`config.mk`:
```
export PLATFORM = sky130hd
export DESIGN_NAME = tts_core
export DESIGN_NICKNAME = d
export VERILOG_FILES = /design/src/hw/rtl/tts_pkg.sv /design/src/hw/rtl/tts_core.sv
export SDC_FILE = /design/constraint.sdc
export NUM_CORES = 1
export LEC_CHECK = 0
export ABC_CLOCK_PERIOD_IN_PS = 3300
export CAP_MARGIN = 20
export CORE_MARGIN = 5
export CORE_UTILIZATION = 40
export CTS_BUF_LIST = sky130_fd_sc_hd__clkbuf_2 sky130_fd_sc_hd__clkbuf_4 sky130_fd_sc_hd__clkbuf_8
export DETAILED_ROUTE_END_ITERATION = 16
export DONT_BUFFER_PORTS = 1
export HOLD_SLACK_MARGIN = 0.15
export PLACE_DENSITY_LB_ADDON = 0.2
export SKIP_LAST_GASP = 1
export SLEW_MARGIN = 20
export SYNTH_ARGS = -nofsm -noshare
export SYNTH_HDL_FRONTEND = slang
export SYNTH_SLANG_ARGS = --single-unit
```
`constraint.sdc`:
```
create_clock -name i_clk -period 3.3 [get_ports i_clk]
set_input_delay 0 -clock i_clk [delete_from_list [all_inputs] [get_ports i_clk]]
set_output_delay 0 -clock i_clk [all_outputs]
set_load 0.02 [all_outputs]
```
`src/hw/rtl/tts_pkg.sv`:
```
`default_nettype none
package tts_pkg;

    localparam int COLUMNS      = 80;
    localparam int VISIBLE_ROWS = 25;
    localparam int HISTORY_ROWS = 100;

    localparam int COL_W  = $clog2(COLUMNS);
    localparam int ROW_W  = $clog2(HISTORY_ROWS);
    localparam int LINE_W = $clog2(HISTORY_ROWS + 1);
    localparam int ADDR_W = $clog2(HISTORY_ROWS * COLUMNS);
    localparam int POS_W  = $clog2(VISIBLE_ROWS * COLUMNS + 1);

    localparam int PADDR_W = 3;

    localparam logic [15:0] BLANK_CELL   = 16'h0720;
    localparam logic [7:0]  ATTR_RESET   = 8'h07;
    localparam logic [7:0]  CH_NEWLINE   = 8'd10;
    localparam logic [7:0]  CH_BACKSPACE = 8'd8;
    localparam logic [7:0]  CH_SPACE     = 8'h20;

    typedef enum logic [2:0] {
        KIND_PUT   = 3'd0,
        KIND_UP    = 3'd1,
        KIND_DOWN  = 3'd2,
        KIND_CLEAR = 3'd3,
        KIND_READ  = 3'd4
    } t_kind;

    typedef enum logic {
        REG_ATTR = 1'b0
    } t_reg;

    typedef enum logic [3:0] {
        S_IDLE,
        S_DECODE,
        S_ROW_ADDR,
        S_FILL,
        S_WRITE,
        S_SHIFT,
        S_SHIFT_ADDR,
        S_BLANK,
        S_SNAP,
        S_READ,
        S_READ_WAIT,
        S_RESULT,
        S_POS
    } t_state;

    typedef struct packed {
        logic              we;
        logic [ADDR_W-1:0] addr;
        logic [15:0]       wdata;
    } t_mem_req;

    typedef struct packed {
        logic        valid;
        logic [6:0]  cursor_col;
        logic [6:0]  cursor_row;
        logic [6:0]  view_top;
        logic        cursor_shown;
        logic [10:0] cursor_position;
        logic [15:0] cell_value;
    } t_result;

endpackage
`default_nettype wire

```
`src/hw/rtl/tts_core.sv`:
```
`default_nettype none
module tts_core
    import tts_pkg::*;
(
    input  wire logic        i_clk,
    input  wire logic        i_rst_n,
    input  wire logic        i_start,
    input  wire logic [2:0]  i_kind,
    input  wire logic [7:0]  i_char_code,
    input  wire logic [4:0]  i_view_row,
    input  wire logic [6:0]  i_view_col,
    input  wire logic [7:0]  i_attr,
    input  wire logic [15:0] i_rdata,
    output t_mem_req         o_req,
    output logic             o_busy,
    output t_result          o_result
);

    localparam logic [COL_W-1:0]  COL_LAST  = COL_W'(COLUMNS - 1);
    localparam logic [LINE_W-1:0] LINE_END  = LINE_W'(HISTORY_ROWS);
    localparam logic [LINE_W-1:0] LINE_LAST = LINE_W'(HISTORY_ROWS - 1);
    localparam logic [ROW_W-1:0]  ROW_LAST  = ROW_W'(HISTORY_ROWS - 1);
    localparam logic [LINE_W-1:0] VIS_ROWS  = LINE_W'(VISIBLE_ROWS);
    localparam logic [LINE_W-1:0] VIS_LESS1 = LINE_W'(VISIBLE_ROWS - 1);
    localparam logic [ADDR_W-1:0] COLS_A    = ADDR_W'(COLUMNS);
    localparam logic [POS_W-1:0]  COLS_P    = POS_W'(COLUMNS);

    function automatic logic [ROW_W-1:0] phys_row(input logic [LINE_W:0] lr,
                                                  input logic [ROW_W-1:0] base);
        logic [LINE_W:0] sum;
        begin
            sum = lr + (LINE_W+1)'(base);
            if (sum >= (LINE_W+1)'(HISTORY_ROWS)) begin
                sum = sum - (LINE_W+1)'(HISTORY_ROWS);
            end
            return ROW_W'(sum);
        end
    endfunction

    t_state r_state, n_state;

    t_kind              r_kind;
    logic [7:0]         r_char;
    logic [4:0]         r_vrow;
    logic [6:0]         r_vcol;
    logic [COL_W-1:0]   r_col;
    logic [LINE_W-1:0]  r_line;
    logic [LINE_W-1:0]  r_view;
    logic [ROW_W-1:0]   r_base;
    logic [ROW_W-1:0]   r_row_sel;
    logic [ADDR_W-1:0]  r_row_base;
    logic [COL_W-1:0]   r_cnt;
    logic [COL_W-1:0]   r_wcol;
    logic [7:0]         r_wchar;
    logic [HISTORY_ROWS-1:0] r_valid;
    logic [LINE_W-1:0]  r_rel;
    logic               r_shown;
    logic [15:0]        r_cell;
    t_result            r_result;

    logic [LINE_W-1:0]  snap;
    logic [LINE_W:0]    read_line;
    logic               read_ok;
    logic               is_nl;
    logic               is_bs;
    logic               fill_last;

    assign snap      = (r_line >= VIS_ROWS) ? r_line - VIS_LESS1 : '0;
    assign read_line = (LINE_W+1)'(r_view) + (LINE_W+1)'(r_vrow);
    assign read_ok   = (32'(r_vrow) < VISIBLE_ROWS) && (32'(r_vcol) < COLUMNS)
                       && (read_line < (LINE_W+1)'(HISTORY_ROWS));
    assign is_nl     = (r_char == CH_NEWLINE);
    assign is_bs     = (r_char == CH_BACKSPACE);
    assign fill_last = (r_cnt == COL_LAST);

    // next state
    always_comb begin
        n_state = r_state;
        case (r_state)
            S_IDLE: begin
                if (i_start) n_state = S_DECODE;
            end
            S_DECODE: begin
                case (r_kind)
                    KIND_PUT: begin
                        if (is_nl) n_state = S_SHIFT;
                        else if (is_bs && r_col == '0) n_state = S_SNAP;
                        else n_state = S_ROW_ADDR;
                    end
                    KIND_READ: n_state = read_ok ? S_ROW_ADDR : S_RESULT;
                    default:   n_state = S_RESULT;
                endcase
            end
            S_ROW_ADDR: begin
                if (r_kind == KIND_READ) n_state = S_READ;
                else if (r_valid[r_row_sel]) n_state = S_WRITE;
                else n_state = S_FILL;
            end
            S_FILL:       if (fill_last) n_state = S_WRITE;
            S_WRITE:      n_state = S_SHIFT;
            S_SHIFT:      n_state = (r_line == LINE_END) ? S_SHIFT_ADDR : S_SNAP;
            S_SHIFT_ADDR: n_state = S_BLANK;
            S_BLANK:      if (fill_last) n_state = S_SNAP;
            S_SNAP:       n_state = S_RESULT;
            S_READ:       n_state = S_READ_WAIT;
            S_READ_WAIT:  n_state = S_RESULT;
            S_RESULT:     n_state = S_POS;
            S_POS:        n_state = S_IDLE;
            default:      n_state = S_IDLE;
        endcase
    end

    // memory port and status
    always_comb begin
        o_req.we    = 1'b0;
        o_req.addr  = r_row_base + ADDR_W'(r_wcol);
        o_req.wdata = {i_attr, r_wchar};
        case (r_state)
            S_FILL: begin
                o_req.we    = 1'b1;
                o_req.addr  = r_row_base + ADDR_W'(r_cnt);
                o_req.wdata = BLANK_CELL;
            end
            S_BLANK: begin
                o_req.we    = 1'b1;
                o_req.addr  = r_row_base + ADDR_W'(r_cnt);
                o_req.wdata = {i_attr, CH_SPACE};
            end
            S_WRITE: o_req.we = 1'b1;
            default: o_req.we = 1'b0;
        endcase
        o_busy = (r_state != S_IDLE);
    end

    always_ff @(posedge i_clk) begin
        if (!i_rst_n) begin
            r_state        <= S_IDLE;
            r_col          <= '0;
            r_line         <= '0;
            r_view         <= '0;
            r_base         <= '0;
            r_valid        <= '0;
            r_result.valid <= 1'b0;
        end else begin
            r_state        <= n_state;
            r_result.valid <= (r_state == S_POS);
            case (r_state)
                S_IDLE: begin
                    if (i_start) begin
                        r_kind <= t_kind'(i_kind);
                        r_char <= i_char_code;
                        r_vrow <= i_view_row;
                        r_vcol <= i_view_col;
                    end
                end
                S_DECODE: begin
                    r_cell <= '0;
                    case (r_kind)
                        KIND_PUT: begin
                            r_row_sel <= phys_row((LINE_W+1)'(r_line), r_base);
                            r_wchar   <= is_bs ? CH_SPACE : r_char;
                            r_wcol    <= is_bs ? r_col - 1'b1 : r_col;
                            if (is_nl) begin
                                r_col  <= '0;
                                r_line <= r_line + 1'b1;
                            end
                        end
                        KIND_UP: begin
                            if (r_view != '0) r_view <= r_view - 1'b1;
                        end
                        KIND_DOWN: begin
                            if (r_view < snap) r_view <= r_view + 1'b1;
                        end
                        KIND_CLEAR: begin
                            r_valid <= '0;
                            r_col   <= '0;
                            r_line  <= '0;
                            r_view  <= '0;
                        end
                        KIND_READ: begin
                            r_row_sel <= phys_row(read_line, r_base);
                            r_wcol    <= COL_W'(r_vcol);
                        end
                        default: ;
                    endcase
                end
                S_ROW_ADDR, S_SHIFT_ADDR: begin
                    r_row_base <= ADDR_W'(r_row_sel) * COLS_A;
                    r_cnt      <= '0;
                end
                S_FILL, S_BLANK: begin
                    r_cnt <= r_cnt + 1'b1;
                    if (fill_last) r_valid[r_row_sel] <= 1'b1;
                end
                S_WRITE: begin
                    if (is_bs) begin
                        r_col <= r_wcol;
                    end else if (r_col == COL_LAST) begin
                        r_col  <= '0;
                        r_line <= r_line + 1'b1;
                    end else begin
                        r_col <= r_col + 1'b1;
                    end
                end
                S_SHIFT: begin
                    if (r_line == LINE_END) begin
                        // ring rotate: old top row becomes the new bottom row
                        r_line    <= LINE_LAST;
                        r_row_sel <= r_base;
                        r_base    <= (r_base == ROW_LAST) ? '0 : r_base + 1'b1;
                    end
                end
                S_SNAP: r_view <= snap;
                S_READ_WAIT: r_cell <= r_valid[r_row_sel] ? i_rdata : BLANK_CELL;
                S_RESULT: begin
                    r_rel   <= r_line - r_view;
                    r_shown <= (r_line >= r_view) && ((r_line - r_view) < VIS_ROWS);
                end
                S_POS: begin
                    r_result.cursor_col   <= 7'(r_col);
                    r_result.cursor_row   <= 7'(r_line);
                    r_result.view_top     <= 7'(r_view);
                    r_result.cursor_shown <= r_shown;
                    r_result.cursor_position <= r_shown
                        ? 11'(POS_W'(r_rel) * COLS_P + POS_W'(r_col)) : '0;
                    r_result.cell_value   <= r_cell;
                end
                default: r_cnt <= r_cnt;
            endcase
        end
    end

    assign o_result = r_result;

    a_strobe_single: assert property (@(posedge i_clk) disable iff (!i_rst_n)
        r_result.valid |=> !r_result.valid)
        else $error("result strobe longer than one cycle");

    a_strobe_after_pos: assert property (@(posedge i_clk) disable iff (!i_rst_n)
        (r_state == S_POS) |=> (r_result.valid && r_state == S_IDLE))
        else $error("result not issued after position step");

    a_write_states: assert property (@(posedge i_clk) disable iff (!i_rst_n)
        o_req.we |-> (r_state == S_FILL || r_state == S_WRITE || r_state == S_BLANK))
        else $error("memory write outside a write state");

    a_idle_line: assert property (@(posedge i_clk) disable iff (!i_rst_n)
        (r_state == S_IDLE) |-> (r_line < LINE_END && r_view <= snap))
        else $error("cursor line or view out of range while idle");

endmodule
`default_nettype wire
```
==> impl_metrics.py, run 1 <==
metrics = {
    "run_status": {
        "outcome": "finished, violations left",
        "violations": "negative setup slack",
    },
    "setup_path": {
        "crit_chain": "ha_2, fa_2, ha_4, a21o_1, a21oi_2, xnor2_1, inv_1, ha_2, nor3b_2, o311ai_2, nand2_1, mux2_2, o22ai_2, a31oi_1",
        "cp-start-kind": "register",
        "cp_data_required_time_ns": 3.61,
        "crit_fanout": 2,
        "crit_family": "adder cells",
        "cp_common_cell": "ha_2",
        "critPathSlowestCell": "fa_2",
        "slowest_delay_ns": 0.58,
        "worstSetupEndpointType": "register",
        "crit_buf_inv": 1,
        "critPathArrivalTime_ns": 3.77,
        "crit_type": "register to register",
    },
    "finish": {
        "final_util_pct": 49.2,
        "final_common_cell": "nor2_1",
        "areaGrowthSynthToFinish_pct": 21.4,
        "drive_above_1_share_pct": 15.1,
        "final_cell_mix": "187 x nor2_1, 168 x a21oi_1, 134 x edfxtp_1",
        "layout.nets": 1721,
    },
    "global_route": {
        "grt_pass1_wl_um": 61600,
        "met1_usage_pct": 27.0,
        "grt_remaining_overflow": 0,
        "grt_pass1_vias": 11225,
        "grt_max_degree": 101,
        "grt_use_met3_pct": 4.17,
        "grt_usage_pct": 19.6,
        "antenna_found_initial": 1,
        "grt_util_met2_pct": 31.2,
        "busiest_layer": "met2",
    },
    "routing": {
        "ant_nets": 0,
        "vias": 11294,
        "viasPerCell": 5.43,
        "drt-initial-drc-count": 720,
        "drc": 0,
        "routedWlPerCell_um": 18.9,
        "totalWireLength_um": 39300,
        "first_pass_iters": 5,
    },
    "sta": {
        "min_period_ns": 3.45,
        "worst_clock_skew_ns": 0.0370,
        "fmax_mhz": 290,
        "period_share_pct": 105,
        "slew_headroom_pct": 36.7,
        "worst_pin_slew_ns": 0.942,
        "setup_viol": 5,
        "fin_ws_ns": -0.154,
        "hold_violations": 0,
        "rsz0062_at_grt": "yes",
        "maxSlewViolCount": 0,
    },
    "floorplanning": {
        "fp.coreArea_um2": 34500,
        "die_area_um2": 38700,
        "die-width_um": 197,
        "die_h_um": 197,
        "start_util_pct": 40.5,
        "row_count": 68,
        "ios": 131,
    },
    "synth": {
        "async_reset_ff_share_pct": 0,
        "ys_warn_count": 0,
        "synth.largest_area_cell": "edfxtp_1",
        "syn-cell-area_um2": 14000,
        "ys_seq_area_share_pct": 47.9,
        "dominantRegCellSynth": "edfxtp_1",
        "syn_avg_cell_area_um2": 9.74,
        "netlist_top_cells_area": "edfxtp_1 29%, dfxtp_1 19%, ha_1 6.8%, a21oi_1 6.2%, nor2_1 5.1%",
        "synth-seq-cells": 267,
        "synth_edf_count": 134,
        "synth_nets": 1568,
        "synth_cells": 1432,
        "synthDistinctLibCells": 83,
        "synth.top_cell.area_share_pct": 28.8,
    },
    "cts": {
        "clk_path_buf_depth": 3,
        "root_buffer": "clkbuf_8",
        "clk_pin_slew_worst_paths_ns": 0.06,
        "cts_sinks": 267,
        "clk_latency_ns": 0.59,
        "cts_tree": "built",
        "htreeDepth": 2,
        "cts-buffers-inserted": 46,
    },
    "power": {
        "p_leak_nw": 6.55,
        "finalPower_w": 0.0109,
        "peakVddDrop_mv": 0.336,
        "power_density_nw_per_um2": 644,
    },
    "min_path": {
        "hold_class": "input pin to output pin",
    },
    "place": {
        "place_hpwl_um": 26700,
        "routabilityCongestion": 0.881,
        "io_buffers": 0,
    },
    "job": {
        "cap_violations": 0,
    },
}
==> report_power, final <==
group | internal (W) | switching [W] | leakage (nW) | total, W
sequential | 0.00379 | 0.000196 | 2.30 | 0.00399
combinational | 0.00160 | 0.00210 | 3.71 | 0.00371
clock | 0.00183 | 0.00137 | 0.537 | 0.00321
==> timing repair <==
action / in CTS / in global routing
resized for setup: 15 / 12
setup buffers: 3 / 4
hold endpoints to repair: 220 / 19
hold buffers: 78 / 1
pin swaps: 20 / 10
endpoints found under the setup margin: 5 / 6
cloned: 0 / 0
==> layer usage <==
layer	wire (um)	share of wire (%)
met1	17700	45
met2	17800	45
met3	2770	7.1
met4	1020	2.6
met5	0	0
==> through the flow <==
stage | area (um2) | cells | setup TNS (ns) | setup WS, ns | hold WS, ns
2_1_floorplan | 14000 | 1432 | -0.0824 | -0.0824 | 0.0989
3_3_place_gp | 14900 | 1906 | -0.720 | -0.214 | 0.0989
3_5_place_dp | 14900 | 1906 | -1.14 | -0.298 | 0.0989
4_1_cts | 16800 | 2073 | -0.634 | -0.189 | 0.154
5_1_grt | 16900 | 2079 | -1.52 | -0.320 | 0.156
6_report | 16900 | 2079 | -0.588 | -0.154 | 0.152
==> state kept, by name (all words and copies together), names as in the netlist <==
name	cells
r_col	7
r_row_base	9
r_view	7
r_row_sel	7
r_wcol	7
r_cell	16
r_cnt	7
r_wchar	8
o_result	50
r_char	8
r_line	7
r_base	7
r_vrow	5
r_rel	7
r_valid	100
r_vcol	7
r_kind	3
r_state	4
r_shown	1
==> synth_stat cells, drive strengths merged, types with 5 or more instances <==
| library cell | count |
|---|---|
| o22ai | 13 |
| nand3 | 22 |
| or3 | 7 |
| xor2 | 27 |
| ha | 76 |
| nand2b | 19 |
| or2 | 5 |
| o211ai | 11 |
| and3 | 13 |
| a22oi | 10 |
| xnor2 | 36 |
| and2 | 34 |
| a21oi | 174 |
| nor4 | 7 |
| inv | 56 |
| nor2 | 191 |
| buf | 26 |
| clkbuf | 47 |
| o21a | 5 |
| a221oi | 9 |
| nor3b | 10 |
| a21o | 16 |
| o311ai | 5 |
| o21ai | 55 |
| edfxtp | 134 |
| mux2 | 9 |
| nor2b | 26 |
| mux2i | 20 |
| dfxtp | 133 |
| a211oi | 13 |
| nand4 | 7 |
| a31oi | 10 |
| nor3 | 35 |
| o2bb2ai | 5 |
| nand2 | 98 |
| fa | 10 |
==> final cells by class <==
cell class	instances	area (um2)
fill	3204	17500
multi-input combinational	1036	6890
sequential	267	6690
timing repair buffer	178	1570
clock buffer	78	961
tap	455	569
inverter	56	210
clock inverter	8	45.0
antenna	1	2.50
==> cell families after synthesis <==
kind of cell	after synthesis	share of synthesized area (%)
simple gates	486	16.9
compound gates	368	16.2
flops	267	47.9
buf+inv	129	3.99
fa+ha+maj	86	8.25
xor+xnor	63	3.95
mux	33	2.81
==> worst paths after layout <==
check	to	slack [ns]	start	depth (start not counted)
setup / recovery	r_row_sel[3]$_DFFE_PP_	-0.15	r_vrow[0]$_DFFE_PP_	14
hold / removal	o_req[9]	0.15	i_attr[1]	1
setup reg to reg	r_row_sel[3]$_DFFE_PP_	-0.15	r_vrow[0]$_DFFE_PP_	14
hold reg to reg	o_result[1]$_DFFE_PP_	0.42	r_cell[1]$_SDFFCE_PN0P_	0
No activity file was read; power rests on OpenSTA's default activity.
==> run 2, diff against run 1 <==
SKIP_LAST_GASP = default   (was 1)
==> run 2 against run 1 <==
The flow still finishes with violations (negative setup slack). Routed wire length hardly changed. Non-clock buffer count did not move. Die area unchanged. Fmax grew 0.78%. Cell count did not move. Cell area is 0.18% higher. Register-to-register slack improved by 0.03 ns. Clock power about the same. Critical path type unchanged. Critical endpoint is now r_row_sel[4]$_DFFE_PP_. Largest power group unchanged. Highest routed layer unchanged.
==> impl_metrics.py, run 2 (same netlist as run 1, synthesis figures left out) <==
metrics = {
    "run_status": {
        "outcome": "finished, violations left",
        "violations": "negative setup slack",
    },
    "global_route": {
        "grt_remaining_overflow": 0,
        "grt_usage_pct": 19.6,
        "antenna_found_initial": 1,
        "grt_max_degree": 101,
        "grt_pass1_vias": 11232,
        "grt_pass1_wl_um": 61600,
    },
    "cts": {
        "cts-buffers-inserted": 46,
        "clk_pin_slew_worst_paths_ns": 0.07,
        "clk_latency_ns": 0.59,
        "cts_sinks": 267,
        "cts_tree": "built",
        "root_buffer": "clkbuf_8",
        "htreeDepth": 2,
        "clk_path_buf_depth": 3,
    },
    "setup_path": {
        "crit_fanout": 2,
        "cp_data_required_time_ns": 3.63,
        "worstRegToRegCells": 15,
        "critPathArrivalTime_ns": 3.76,
        "cp-start-kind": "register",
        "worstSetupEndpointType": "register",
        "crit_type": "register to register",
    },
    "place": {
        "dp_slack_ns": -0.298,
        "place_hpwl_um": 26700,
        "routabilityCongestion": 0.881,
        "placed_area_um2": 14900,
        "io_buffers": 0,
    },
    "routing": {
        "viasPerCell": 5.44,
        "vias": 11304,
        "routedWlPerCell_um": 18.9,
        "ant_nets": 0,
        "first_pass_iters": 5,
        "drc": 0,
        "totalWireLength_um": 39300,
        "drt-initial-drc-count": 743,
    },
    "finish": {
        "layout.nets": 1721,
        "final_cell_mix": "187 x nor2_1, 167 x a21oi_1, 134 x edfxtp_1",
        "top_register": "r_valid",
        "design_area_um2": 17000,
        "areaGrowthSynthToFinish_pct": 21.6,
        "drive_above_1_share_pct": 15.2,
        "largest_reg_flops": 100,
        "final_common_cell": "nor2_1",
        "multiInputGateArea_um2": 6920,
        "register_area_um2": 6690,
        "final_util_pct": 49.2,
        "num-fill-cells": 3199,
    },
    "floorplanning": {
        "fp.coreArea_um2": 34500,
        "die_h_um": 197,
        "die-width_um": 197,
        "row_count": 68,
        "die_area_um2": 38700,
        "ios": 131,
        "start_util_pct": 40.5,
    },
    "sta": {
        "hold_violations": 0,
        "min_period_ns": 3.43,
        "setup_viol": 5,
        "fin_ws_ns": -0.127,
        "worst_clock_skew_ns": 0.0391,
        "slew_headroom_pct": 37.7,
        "rsz0062_at_grt": "yes",
        "fin_tns_setup_ns": -0.421,
        "fmax_mhz": 292,
        "period_share_pct": 104,
        "maxSlewViolCount": 0,
        "worst_pin_slew_ns": 0.928,
    },
    "min_path": {
        "hold_class": "input pin to output pin",
        "hold_depth": 1,
    },
    "power": {
        "power.clock.fraction_pct": 29.3,
        "switching_share_pct": 33.7,
        "power_frac_seq_pct": 36.4,
        "peakVddDrop_mv": 0.338,
        "switching_power_w": 0.00370,
        "power_density_nw_per_um2": 646,
        "internal_power_w": 0.00726,
        "p_leak_nw": 6.56,
        "pwr-share-comb_pct": 34.2,
    },
    "job": {
        "cap_violations": 0,
    },
}
run 2: cell counts in the layout (fill, tap and decap cells not counted):
No cell type changed its count.
run 2: layout make-up:
type / instances / share of cell area (%)
tap: 455 / 3.36
inverter: 56 / 1.24
sequential: 267 / 39.4
clock buffer: 78 / 5.66
clock inverter: 8 / 0.265
timing repair buffer: 178 / 9.28
antenna: 1 / 0.0147
multi-input combinational: 1036 / 40.8
run 2: power groups by stage:
stage,clock network [W],registers [W],logic [W]
detailed placement,0,0.00405,0.00329
global placement,0,0.00405,0.00328
CTS,0.00330,0.00399,0.00355
floorplan,0,0.00400,0.00229
global route,0.00346,0.00401,0.00414
finish,0.00321,0.00399,0.00375
run 2: path summary, 6_finish.rpt:
path / startpoint / endpoint / slack (ns)
worst max-delay path: r_vrow[0]$_DFFE_PP_ / r_row_sel[4]$_DFFE_PP_ / -0.13
worst min-delay path: i_attr[1] / o_req[9] / 0.15
worst max register to register: r_vrow[0]$_DFFE_PP_ / r_row_sel[4]$_DFFE_PP_ / -0.13
worst min register to register: r_cell[1]$_SDFFCE_PN0P_ / o_result[1]$_DFFE_PP_ / 0.42
run 2: what timing repair did:
| action | 4_1_cts | 5_1_grt |
|---|---|---|
| gates resized for setup | 17 | 16 |
| endpoints found under the hold margin | 220 | 19 |
| setup endpoints to repair | 5 | 6 |
| hold buffers | 78 | 1 |
| setup buffers | 3 | 5 |
| pin swaps | 20 | 10 |
run 2: metrics by stage:
stage               power (W)  hold WS [ns]  instances
global route           0.0116         0.156       2079
detailed placement    0.00735        0.0989       1906
finish                 0.0110         0.152       2079
floorplan             0.00629        0.0989       1432
global placement      0.00733        0.0989       1906
CTS                    0.0108         0.154       2073
run 2: critical path, stage by stage (launching register included):
cell	delay, ns
edfxtp_1	0.40
ha_2	0.21
fa_2	0.59
ha_4	0.22
a21o_1	0.18
a21oi_2	0.18
xnor2_2	0.14
inv_1	0.09
ha_2	0.18
nor3b_2	0.15
o311ai_2	0.25
nand2_1	0.14
buf_6	0.14
nand2_2	0.05
xor2_1	0.16
o211ai_1	0.10
run 2: routing by layer:
| metal | share of wire, % | GRT usage (%) | wire (um) | up-vias |
|---|---|---|---|---|
| li1 | - | - | - | 5458 |
| met3 | 7.3 | 4.17 | 2860 | 73 |
| met2 | 45 | 31.2 | 17700 | 365 |
| met1 | 45 | 27.0 | 17700 | 5408 |
| met5 | 0 | 0 | 0 | - |
| met4 | 2.6 | 6.16 | 1020 | 0 |
==> run 3, diff against run 2 <==
CAP_MARGIN = 0   (was 20)
RECOVER_POWER = 50   (was default)
==> run 3 against run 2 <==
The run still ends with negative setup slack left. Fmax decreased by 0.35%. Cell area down 0.20%. Largest cell class unchanged. Worst setup slack worse by 0.012 ns. Combinational power barely moved. Clock power is essentially flat. Critical endpoint unchanged.
==> impl_metrics.py, run 3 (same netlist as run 1, synthesis figures left out) <==
metrics = {
    "finish": {
        "final_cell_mix": "187 x nor2_1, 167 x a21oi_1, 134 x edfxtp_1",
        "layout.nets": 1721,
        "fin_cells": 2079,
        "final_common_cell": "nor2_1",
        "top_register": "r_valid",
        "drive_above_1_share_pct": 14.7,
        "areaGrowthSynthToFinish_pct": 21.3,
        "largest_reg_flops": 100,
    },
    "sta": {
        "min_period_ns": 3.44,
        "hold_violations": 0,
        "fmax_mhz": 291,
        "worst_pin_slew_ns": 0.928,
        "rsz0062_at_grt": "yes",
        "holdWs_ns": 0.152,
        "maxSlewViolCount": 0,
        "slew_headroom_pct": 37.6,
        "setup_viol": 5,
        "worst_clock_skew_ns": 0.0363,
        "period_share_pct": 104,
        "fin_ws_ns": -0.140,
    },
    "cts": {
        "cts_sinks": 267,
        "clk_latency_ns": 0.59,
        "htreeDepth": 2,
        "cts_tree": "built",
        "clk_path_buf_depth": 3,
        "cts-buffers-inserted": 46,
        "root_buffer": "clkbuf_8",
        "clk_pin_slew_worst_paths_ns": 0.06,
    },
    "floorplanning": {
        "ios": 131,
        "die-width_um": 197,
        "fp.coreArea_um2": 34500,
        "start_util_pct": 40.5,
        "row_count": 68,
        "die_h_um": 197,
        "die_area_um2": 38700,
    },
    "routing": {
        "drt-initial-drc-count": 753,
        "viasPerCell": 5.43,
        "vias": 11293,
        "ant_nets": 0,
        "first_pass_iters": 5,
        "drc": 0,
        "totalWireLength_um": 39200,
        "routedWlPerCell_um": 18.9,
    },
    "place": {
        "dp_slack_ns": -0.298,
        "place_hpwl_um": 26700,
        "place_inst": 1906,
        "routabilityCongestion": 0.881,
        "io_buffers": 0,
    },
    "run_status": {
        "violations": "negative setup slack",
        "outcome": "finished, violations left",
    },
    "setup_path": {
        "cp-start-kind": "register",
        "crit_type": "register to register",
        "crit_fanout": 2,
        "worstSetupEndpointType": "register",
        "critPathArrivalTime_ns": 3.76,
        "cp_data_required_time_ns": 3.62,
    },
    "job": {
        "cap_violations": 0,
    },
    "global_route": {
        "grt_pass1_vias": 11232,
        "grt_pass1_wl_um": 61600,
        "grt_max_degree": 101,
        "grt_usage_pct": 19.6,
        "antenna_found_initial": 1,
        "grt_remaining_overflow": 0,
    },
    "min_path": {
        "hold_class": "input pin to output pin",
    },
    "power": {
        "power_density_nw_per_um2": 645,
        "p_leak_nw": 6.52,
        "peakVddDrop_mv": 0.338,
    },
}
==> run 3: cell types whose count changed in the layout (fill, tap and decap cells not counted), sizes merged <==
cell	delta
buf	-9
clkbuf	+9
==> run 3: report_power, final <==
| group | leakage (nW) | switching, W | internal (W) | total, W |
|---|---|---|---|---|
| Clock | 0.537 | 0.00138 | 0.00183 | 0.00321 |
| Combinational | 3.68 | 0.00212 | 0.00161 | 0.00373 |
| Sequential | 2.30 | 0.000197 | 0.00379 | 0.00399 |
==> run 3: what timing repair did <==
item,in CTS,in global routing
hold endpoints to repair,220,19
endpoints found under the setup margin,5,6
hold buffers,78,1
gates resized for setup,17,16
pin swaps,20,10
setup buffers,3,5
==> run 3: through the flow <==
stage / total power [W] / area, um2 / util [%] / TNS [ns]
2_1_floorplan: 0.00629 / 14000 / - / -0.0824
3_3_place_gp: 0.00733 / 14900 / 43.3 / -0.720
3_5_place_dp: 0.00735 / 14900 / 43.3 / -1.14
4_1_cts: 0.0108 / 16800 / 48.9 / -0.540
5_1_grt: 0.0116 / 16900 / 49.1 / -1.40
6_report: 0.0109 / 16900 / 49.1 / -0.469
==> run 3: area by class of cell <==
class                           instances  area [um2]
Fill cell                            3212       17500
Multi-Input combinational cell       1036        6920
Sequential cell                       267        6690
Timing Repair Buffer                  178        1540
Clock buffer                           78         961
Tap cell                              455         569
Inverter                               56         210
Clock inverter                          8        45.0
Antenna cell                            1        2.50
==> run 3: final timing paths <==
kind / start / to / slack [ns] / cells past startpoint
max: r_vrow[0]$_DFFE_PP_ / r_row_sel[4]$_DFFE_PP_ / -0.14 / 15
min: i_attr[1] / o_req[9] / 0.15 / 1
max reg2reg: r_vrow[0]$_DFFE_PP_ / r_row_sel[4]$_DFFE_PP_ / -0.14 / 15
min reg2reg: r_cell[1]$_SDFFCE_PN0P_ / o_result[1]$_DFFE_PP_ / 0.42 / 0
==> run 3: metal layers <==
| layer | global-route usage [%] | vias up | part of all wire, % |
|---|---|---|---|
| met5 | 0 | - | 0 |
| met4 | 6.16 | 0 | 2.6 |
| met3 | 4.17 | 73 | 7.2 |
| met2 | 31.2 | 373 | 45 |
| met1 | 27.0 | 5389 | 45 |
| li1 | - | 5458 | - |
==> run 3: critical path, cell delays in order (launching register included) <==
cell and delay [ns]:
edfxtp_1 0.40, ha_2 0.21, fa_2 0.59, ha_4 0.22
a21o_1 0.18, a21oi_2 0.18, xnor2_2 0.14, inv_1 0.09
ha_2 0.18, nor3b_2 0.15, o311ai_2 0.25, nand2_1 0.15
buf_6 0.14, nand2_2 0.05, xor2_1 0.16, o211ai_1 0.11
